[config.mk]
export PLATFORM = sky130hd
export DESIGN_NAME = stream_fair_share_bandwidth_table
export DESIGN_NICKNAME = d
export VERILOG_FILES = /design/src/sv/sfsbt_pkg.sv /design/src/sv/sfsbt_ctrl.sv /design/src/sv/sfsbt_dp.sv /design/src/sv/stream_fair_share_bandwidth_table.sv
export SDC_FILE = /design/constraint.sdc
export NUM_CORES = 2
export LEC_CHECK = 0
export BUFFER_PORTS_ARGS = -buffer_cell sky130_fd_sc_hd__buf_2
export CAP_MARGIN = 25
export CORE_MARGIN = 1
export CORE_UTILIZATION = 57
export CTS_CLUSTER_DIAMETER = 30
export DETAILED_ROUTE_END_ITERATION = 10
export GPL_TIMING_DRIVEN = 0
export MAX_ROUTING_LAYER = met4
export PLACE_DENSITY = 0.75
export SETUP_SLACK_MARGIN = 0.15
export SYNTH_ARGS = -nofsm -noshare
export SYNTH_HDL_FRONTEND = slang
export SYNTH_SLANG_ARGS = --single-unit
export TNS_END_PERCENT = 10
[constraint.sdc]
create_clock -name clk -period 11 [get_ports clk]
set_clock_uncertainty 0.2 [all_clocks]
set_input_delay 2.2 -clock clk [delete_from_list [all_inputs] [get_ports clk]]
set_output_delay 2.2 -clock clk [all_outputs]
set_load 0.02 [all_outputs]
[src/sv/sfsbt_pkg.sv]
package sfsbt_pkg;

    localparam int SLOT_COUNT_DEF = 16;

    localparam int REQ_W   = 3;
    localparam int ID_W    = 32;
    localparam int RATE_W  = 32;
    localparam int TOTAL_W = 23;
    localparam int ACNT_W  = 5;

    localparam int KBPS_W  = 10;
    localparam int PROD_W  = TOTAL_W + KBPS_W;
    localparam int QUO_W   = 32;
    localparam int STEP_W  = $clog2(QUO_W);

    localparam logic [KBPS_W-1:0]  KBPS_PER_MBPS = KBPS_W'(1000);
    localparam logic [TOTAL_W-1:0] RESET_TOTAL   = TOTAL_W'(100);

    localparam logic [REQ_W-1:0] REQ_ADD        = 3'd0;
    localparam logic [REQ_W-1:0] REQ_REMOVE     = 3'd1;
    localparam logic [REQ_W-1:0] REQ_QUERY      = 3'd2;
    localparam logic [REQ_W-1:0] REQ_ALLOCATE   = 3'd3;
    localparam logic [REQ_W-1:0] REQ_REALLOCATE = 3'd4;

    localparam logic STATUS_OK   = 1'b0;
    localparam logic STATUS_FAIL = 1'b1;

    typedef struct packed {
        logic [REQ_W-1:0]   req_type;
        logic [ID_W-1:0]    flow_id;
        logic [RATE_W-1:0]  initial_bitrate;
        logic [TOTAL_W-1:0] bandwidth_mbps;
    } req_t;

    typedef struct packed {
        logic              status;
        logic [RATE_W-1:0] bitrate_out;
        logic [ACNT_W-1:0] active_count;
    } rsp_t;

    typedef struct packed {
        logic load;
        logic idx_inc;
        logic add_wr;
        logic rm_clr;
        logic rate_take;
        logic set_ok;
        logic div_load;
        logic div_step;
        logic share_wr;
    } cmd_t;

    typedef struct packed {
        logic [REQ_W-1:0] req_type;
        logic             slot_free;
        logic             hit;
        logic             idx_last;
        logic             count_zero;
        logic             div_last;
    } stat_t;

endpackage

[src/sv/sfsbt_ctrl.sv]
module sfsbt_ctrl (
    input  logic                        clk,
    input  logic                        rst_n,
    input  logic                        start,
    input  logic [sfsbt_pkg::REQ_W-1:0] start_type,
    input  sfsbt_pkg::stat_t            stat,
    output sfsbt_pkg::cmd_t             cmd,
    output logic                        busy,
    output logic                        done
);

    typedef enum logic [7:0] {
        ST_IDLE  = 8'b0000_0001,
        ST_FREE  = 8'b0000_0010,
        ST_LOOK  = 8'b0000_0100,
        ST_CMP   = 8'b0000_1000,
        ST_LOAD  = 8'b0001_0000,
        ST_DIV   = 8'b0010_0000,
        ST_SHARE = 8'b0100_0000,
        ST_DONE  = 8'b1000_0000
    } state_t;

    state_t state_reg;
    state_t state_next;

    always_comb
    begin
        state_next = state_reg;
        cmd        = '0;
        case (state_reg)
            ST_IDLE:
            begin
                if (start)
                begin
                    cmd.load = 1'b1;
                    case (start_type)
                        sfsbt_pkg::REQ_ADD:        state_next = ST_FREE;
                        sfsbt_pkg::REQ_REMOVE:     state_next = ST_LOOK;
                        sfsbt_pkg::REQ_QUERY:      state_next = ST_LOOK;
                        sfsbt_pkg::REQ_ALLOCATE:   state_next = ST_LOAD;
                        sfsbt_pkg::REQ_REALLOCATE: state_next = ST_LOAD;
                        default:                   state_next = ST_DONE;
                    endcase
                end
            end
            ST_FREE:
            begin
                if (stat.slot_free)
                begin
                    cmd.add_wr = 1'b1;
                    cmd.set_ok = 1'b1;
                    state_next = ST_DONE;
                end
                else if (stat.idx_last)
                begin
                    state_next = ST_DONE;
                end
                else
                begin
                    cmd.idx_inc = 1'b1;
                end
            end
            ST_LOOK:
            begin
                state_next = ST_CMP;
            end
            ST_CMP:
            begin
                if (stat.hit)
                begin
                    cmd.set_ok = 1'b1;
                    if (stat.req_type == sfsbt_pkg::REQ_REMOVE)
                    begin
                        cmd.rm_clr = 1'b1;
                    end
                    else
                    begin
                        cmd.rate_take = 1'b1;
                    end
                    state_next = ST_DONE;
                end
                else if (stat.idx_last)
                begin
                    state_next = ST_DONE;
                end
                else
                begin
                    cmd.idx_inc = 1'b1;
                    state_next  = ST_LOOK;
                end
            end
            ST_LOAD:
            begin
                cmd.set_ok = 1'b1;
                if (stat.count_zero)
                begin
                    state_next = ST_DONE;
                end
                else
                begin
                    cmd.div_load = 1'b1;
                    state_next   = ST_DIV;
                end
            end
            ST_DIV:
            begin
                cmd.div_step = 1'b1;
                if (stat.div_last)
                begin
                    state_next = ST_SHARE;
                end
            end
            ST_SHARE:
            begin
                cmd.share_wr = 1'b1;
                if (stat.idx_last)
                begin
                    state_next = ST_DONE;
                end
                else
                begin
                    cmd.idx_inc = 1'b1;
                end
            end
            ST_DONE:
            begin
                state_next = ST_IDLE;
            end
            default:
            begin
                state_next = ST_IDLE;
            end
        endcase
    end

    always_ff @(posedge clk or negedge rst_n)
    begin
        if (!rst_n)
        begin
            state_reg <= ST_IDLE;
        end
        else
        begin
            state_reg <= state_next;
        end
    end

    assign busy = (state_reg != ST_IDLE);
    assign done = (state_reg == ST_DONE);

endmodule

[src/sv/sfsbt_dp.sv]
module sfsbt_dp #(
    parameter int SLOT_COUNT = sfsbt_pkg::SLOT_COUNT_DEF
) (
    input  logic              clk,
    input  logic              rst_n,
    input  sfsbt_pkg::req_t   req,
    input  sfsbt_pkg::cmd_t   cmd,
    output sfsbt_pkg::stat_t  stat,
    output sfsbt_pkg::rsp_t   rsp
);

    localparam int IDX_W = (SLOT_COUNT > 1) ? $clog2(SLOT_COUNT) : 1;
    localparam int CNT_W = $clog2(SLOT_COUNT + 1);

    // request capture
    logic [sfsbt_pkg::REQ_W-1:0]  type_reg;
    logic [sfsbt_pkg::ID_W-1:0]   id_reg;
    logic [sfsbt_pkg::RATE_W-1:0] init_reg;

    // slot table
    logic [SLOT_COUNT-1:0]        valid_reg;
    logic [SLOT_COUNT-1:0]        valid_next;
    logic [sfsbt_pkg::ID_W-1:0]   ident_mem [SLOT_COUNT];
    logic [sfsbt_pkg::RATE_W-1:0] rate_mem  [SLOT_COUNT];
    logic [sfsbt_pkg::ID_W-1:0]   ident_q_reg;
    logic [sfsbt_pkg::RATE_W-1:0] rate_q_reg;
    logic                         rate_we;
    logic [sfsbt_pkg::RATE_W-1:0] rate_wd;

    logic [IDX_W-1:0]              idx_reg;
    logic [IDX_W-1:0]              idx_next;
    logic [CNT_W-1:0]              count_reg;
    logic [CNT_W-1:0]              count_next;
    logic [sfsbt_pkg::TOTAL_W-1:0] total_reg;
    logic [sfsbt_pkg::TOTAL_W-1:0] total_next;

    // divider
    logic [sfsbt_pkg::PROD_W-1:0] prod;
    logic [sfsbt_pkg::QUO_W-1:0]  quo_reg;
    logic [sfsbt_pkg::QUO_W-1:0]  quo_next;
    logic [CNT_W-1:0]             rem_reg;
    logic [CNT_W-1:0]             rem_next;
    logic [CNT_W:0]               rem_sh;
    logic [CNT_W:0]               rem_diff;
    logic [sfsbt_pkg::STEP_W-1:0] step_reg;
    logic [sfsbt_pkg::STEP_W-1:0] step_next;

    // result
    logic                         status_reg;
    logic                         status_next;
    logic [sfsbt_pkg::RATE_W-1:0] bitrate_reg;
    logic [sfsbt_pkg::RATE_W-1:0] bitrate_next;

    always_ff @(posedge clk)
    begin
        if (cmd.load)
        begin
            type_reg <= req.req_type;
            id_reg   <= req.flow_id;
            init_reg <= req.initial_bitrate;
        end
    end

    assign rate_we = cmd.add_wr | (cmd.share_wr & valid_reg[idx_reg]);
    assign rate_wd = cmd.add_wr ? init_reg : quo_reg;

    always_ff @(posedge clk)
    begin
        if (cmd.add_wr)
        begin
            ident_mem[idx_reg] <= id_reg;
        end
        if (rate_we)
        begin
            rate_mem[idx_reg] <= rate_wd;
        end
        ident_q_reg <= ident_mem[idx_reg];
        rate_q_reg  <= rate_mem[idx_reg];
    end

    assign prod = sfsbt_pkg::PROD_W'(total_reg) * sfsbt_pkg::PROD_W'(sfsbt_pkg::KBPS_PER_MBPS);

    assign rem_sh   = {rem_reg, quo_reg[sfsbt_pkg::QUO_W-1]};
    assign rem_diff = rem_sh - {1'b0, count_reg};

    always_comb
    begin
        valid_next   = valid_reg;
        idx_next     = idx_reg;
        count_next   = count_reg;
        total_next   = total_reg;
        quo_next     = quo_reg;
        rem_next     = rem_reg;
        step_next    = step_reg;
        status_next  = status_reg;
        bitrate_next = bitrate_reg;

        if (cmd.load)
        begin
            idx_next     = '0;
            status_next  = sfsbt_pkg::STATUS_FAIL;
            bitrate_next = '0;
            if (req.req_type == sfsbt_pkg::REQ_ALLOCATE)
            begin
                total_next = req.bandwidth_mbps;
            end
        end
        if (cmd.idx_inc)
        begin
            idx_next = idx_reg + IDX_W'(1);
        end
        if (cmd.add_wr)
        begin
            valid_next[idx_reg] = 1'b1;
            count_next          = count_reg + CNT_W'(1);
        end
        if (cmd.rm_clr)
        begin
            valid_next[idx_reg] = 1'b0;
            count_next          = count_reg - CNT_W'(1);
        end
        if (cmd.rate_take)
        begin
            bitrate_next = rate_q_reg;
        end
        if (cmd.set_ok)
        begin
            status_next = sfsbt_pkg::STATUS_OK;
        end
        if (cmd.div_load)
        begin
            quo_next  = prod[sfsbt_pkg::QUO_W-1:0];
            rem_next  = '0;
            step_next = '0;
        end
        if (cmd.div_step)
        begin
            step_next = step_reg + sfsbt_pkg::STEP_W'(1);
            if (rem_sh >= {1'b0, count_reg})
            begin
                rem_next = rem_diff[CNT_W-1:0];
                quo_next = {quo_reg[sfsbt_pkg::QUO_W-2:0], 1'b1};
            end
            else
            begin
                rem_next = rem_sh[CNT_W-1:0];
                quo_next = {quo_reg[sfsbt_pkg::QUO_W-2:0], 1'b0};
            end
        end
    end

    always_ff @(posedge clk or negedge rst_n)
    begin
        if (!rst_n)
        begin
            valid_reg   <= '0;
            idx_reg     <= '0;
            count_reg   <= '0;
            total_reg   <= sfsbt_pkg::RESET_TOTAL;
            step_reg    <= '0;
            status_reg  <= sfsbt_pkg::STATUS_FAIL;
            bitrate_reg <= '0;
        end
        else
        begin
            valid_reg   <= valid_next;
            idx_reg     <= idx_next;
            count_reg   <= count_next;
            total_reg   <= total_next;
            step_reg    <= step_next;
            status_reg  <= status_next;
            bitrate_reg <= bitrate_next;
        end
    end

    always_ff @(posedge clk)
    begin
        quo_reg <= quo_next;
        rem_reg <= rem_next;
    end

    assign stat.req_type   = type_reg;
    assign stat.slot_free  = ~valid_reg[idx_reg];
    assign stat.hit        = valid_reg[idx_reg] && (ident_q_reg == id_reg);
    assign stat.idx_last   = (idx_reg == IDX_W'(SLOT_COUNT - 1));
    assign stat.count_zero = (count_reg == '0);
    assign stat.div_last   = (step_reg == sfsbt_pkg::STEP_W'(sfsbt_pkg::QUO_W - 1));

    assign rsp.status       = status_reg;
    assign rsp.bitrate_out  = bitrate_reg;
    assign rsp.active_count = sfsbt_pkg::ACNT_W'(count_reg);

endmodule

[src/sv/stream_fair_share_bandwidth_table.sv]
// add scans for a free slot, remove and query compare the id slot by slot, unknown goes to done;
// allocate and reallocate end with no active slot, else run the 32-step divider, then write shares
// the next item is taken in the cycle after done; busy rises after accept and stays high through done
// one result per item, shown for one cycle with done; the receiver cannot stall
// reset clears the slot table and count and sets the total to 100 Mbps
module stream_fair_share_bandwidth_table #(
    parameter int SLOT_COUNT = sfsbt_pkg::SLOT_COUNT_DEF
) (
    input  logic            clk,
    input  logic            rst_n,
    input  logic            start,
    output logic            busy,
    input  sfsbt_pkg::req_t req,
    output logic            done,
    output sfsbt_pkg::rsp_t rsp
);

    sfsbt_pkg::cmd_t  cmd;
    sfsbt_pkg::stat_t stat;

    sfsbt_ctrl u_ctrl (
        .clk        (clk),
        .rst_n      (rst_n),
        .start      (start),
        .start_type (req.req_type),
        .stat       (stat),
        .cmd        (cmd),
        .busy       (busy),
        .done       (done)
    );

    sfsbt_dp #(
        .SLOT_COUNT (SLOT_COUNT)
    ) u_dp (
        .clk   (clk),
        .rst_n (rst_n),
        .req   (req),
        .cmd   (cmd),
        .stat  (stat),
        .rsp   (rsp)
    );

endmodule

==> results.sh <==
export IMPL_cts_tree="yes"
export IMPL_synth_async_sr_flop_share_pct=7.31
export IMPL_netlist_area_sq_um=52300
export IMPL_yosys_warnings=0
export IMPL_stdcell_area_sq_um=63000
export IMPL_die_area_sq_um=92900
export IMPL_finalCritPeriodShare_pct=55.0
export IMPL_ant_nets=0
export IMPL_synth_seq_cells=1286
export IMPL_routedWlPerCell_um=31.9
export IMPL_initial_utilization_pct=57.8
export IMPL_syn_to_final_growth_pct=20.5
export IMPL_rows=110
export IMPL_vias=29000
export IMPL_min_from="u_dp.rate_q_reg[27]"
export IMPL_clockBufferDepth=3
export IMPL_rsz0062_at_grt="no"
export IMPL_ys_seq_area_share_pct=71.8
export IMPL_io_pins=133
export IMPL_fin_util_pct=69.6
export IMPL_fmax_ghz=0.165
export IMPL_track_usage_pct=31.8
export IMPL_cts_resized=0
export IMPL_critPathKind="flip-flop to flip-flop"
export IMPL_antenna_found_initial=7
export IMPL_dpl_cell_area_sq_um=55600
export IMPL_synth_distinct_cells=65
export IMPL_crit_fanout=6
export IMPL_drc=0
export IMPL_num_fill_cells=5117
export IMPL_drtPass1Iterations=7
export IMPL_synthCells=2708
export IMPL_tightest_slew_ns=1.14
export IMPL_layout_nets=3370
export IMPL_cts_setup_buffers=0
export IMPL_slew_viol_final=0
export IMPL_r2r_cells=14
export IMPL_maxCapViolations=0
export IMPL_multi_input_comb_area_sq_um=13900
export IMPL_numClockSinks=1286
export IMPL_reg_top3="u_dp.ident_mem (512), u_dp.rate_mem (512)"
export IMPL_critPathCaptureType="flip-flop"
export IMPL_start_kind="flip-flop"
export IMPL_grt_pass1_wl_mm=204
export IMPL_critPathRequiredTime_ns=11.28
export IMPL_core_area_sq_um=90400
export IMPL_drt_iter0_drc=4174
export IMPL_die_y_um=305
export IMPL_vias_per_cell=6.48
export IMPL_cts_root_buf="clkbuf_16"
export IMPL_cts_clk_slew_worst_paths_ns=0.05
export IMPL_r2r_start="u_dp.total_reg[6]"
export IMPL_critPathArrivalTime_ns=6.34
export IMPL_cts_max_level=4
export IMPL_cts_buffers=202
export IMPL_io_buffers=132
export IMPL_regArea_sq_um=37500
export IMPL_synthFlopType="edfxtp_1"
export IMPL_syn_num_nets=2962
export IMPL_grt_overflow=0
export IMPL_avgSynthCellArea_sq_um=19.3
export IMPL_period_needed_ns=6.05
export IMPL_grt_pass1_vias=30700
export IMPL_outcome="finished, final reports clean"
export IMPL_tns_ns=0
export IMPL_drive_gt1_share_pct=28.7
export IMPL_holdPathStages=2
export IMPL_timing_critical_path_from="u_dp.total_reg[6]"
export IMPL_ctsHoldBuffers=0
export IMPL_setup_viol=0
export IMPL_hold_violations=0
export IMPL_insertion_delay_ns=0.79
export IMPL_synth_edf_count=1128
export IMPL_max_slew_margin_pct=23.8
export IMPL_grt_max_degree=63
export IMPL_gp_congestion=0.893
export IMPL_drt_total_wl_mm=143
export IMPL_hold_class="flip-flop to flip-flop"
export IMPL_dieWidth_um=305
export IMPL_post_dp_hpwl_mm=80.7
-- worst paths after layout --
kind | to | slack (ns)
worst max-delay path | u_dp.quo_reg[31] | 4.95
worst min-delay path | u_dp.bitrate_reg[27] | 0.24
worst max register to register | u_dp.quo_reg[31] | 4.95
worst min register to register | u_dp.bitrate_reg[27] | 0.24
max in group asynchronous | u_dp.status_reg | 8.59
min in group asynchronous | u_dp.bitrate_reg[8] | 1.21
-- area by class of cell --
cell class | instances | area share (%)
clock inverters | 151 | 3.04
inverters | 138 | 0.826
repair buffers | 204 | 3.08
plain buffers | 114 | 0.755
flip-flops and latches | 1286 | 59.6
multi-input cells | 1170 | 22.0
clock buffers | 232 | 8.35
well taps | 1176 | 2.34
diodes | 4 | 0.0159
-- placed cells by master (no fill, tap or decap), types with 17 or more instances in the layout --
| cell | n |
|---|---|
| a21oi_1 | 43 |
| buf_1 | 28 |
| buf_12 | 27 |
| buf_2 | 141 |
| buf_8 | 26 |
| bufinv_16 | 28 |
| clkbuf_1 | 95 |
| clkbuf_16 | 204 |
| clkinv_2 | 29 |
| clkinv_4 | 17 |
| clkinvlp_4 | 27 |
| dfrtp_1 | 89 |
| dfxtp_1 | 64 |
| edfxtp_1 | 1128 |
| fa_1 | 84 |
| ha_1 | 77 |
| inv_1 | 136 |
| inv_6 | 23 |
| mux4_2 | 325 |
| nand2_1 | 240 |
| nor2_1 | 40 |
| nor2_4 | 33 |
| o21ai_0 | 101 |
| xnor2_1 | 46 |
| xor2_1 | 17 |
-- metrics by stage --
step           setup WS [ns]  cells  hold WS, ns
6_report                4.95   4475        0.236
3_5_place_dp            5.02   4075        0.228
4_1_cts                 4.99   4458        0.239
2_1_floorplan           5.95   2708        0.210
3_3_place_gp            4.73   4016        0.221
5_1_grt                 4.83   4475        0.267
-- cells in the mapped netlist, types with 17 or more instances --
library cell	number	area, sq um
buf_1	28	105
nand2_1	240	901
xnor2_1	46	403
xor2_1	17	149
ha_1	77	963
dfxtp_1	64	1280
fa_1	84	1680
o21ai_0	101	505
clkbuf_1	72	270
nor2_1	56	210
inv_1	137	514
edfxtp_1	1128	33900
a21oi_1	43	215
mux4_2	325	7320
dfrtp_1	89	2230
-- logic make-up after synthesis --
logic type,count (synthesis),share of synthesized area (%)
AOI/OAI and AO/OA,224,2.59
adders and majority gates,161,5.06
muxes,331,14.1
buffers and inverters,252,1.90
DFF,1286,71.8
xor gates and xnor gates,63,1.06
and+or+nand+nor,391,3.47
-- per-layer routing --
layer | GRT usage (%) | up-vias | wire (um)
met4 | 14.1 | 0 | 6240
met2 | 52.7 | 2189 | 73200
met1 | 38.1 | 14900 | 49300
met5 | - | - | 0
li1 | - | 11500 | -
met3 | 6.24 | 406 | 14100
-- critical path, stage by stage, from the launching register on --
cell	delay, ns
dfstp_2	0.55
inv_1	0.16
fa_1	0.62
fa_1	0.46
fa_1	0.45
fa_1	0.51
inv_1	0.04
ha_1	0.35
a21oi_1	0.15
o21ai_0	0.16
or4b_2	0.67
o22ai_1	0.51
a31oi_1	0.20
xnor2_1	0.19
o21ai_0	0.54
Power is left out: the tool's default activity adds up to more than one toggle a clock period on the data nets, which glitch-free logic cannot reach.
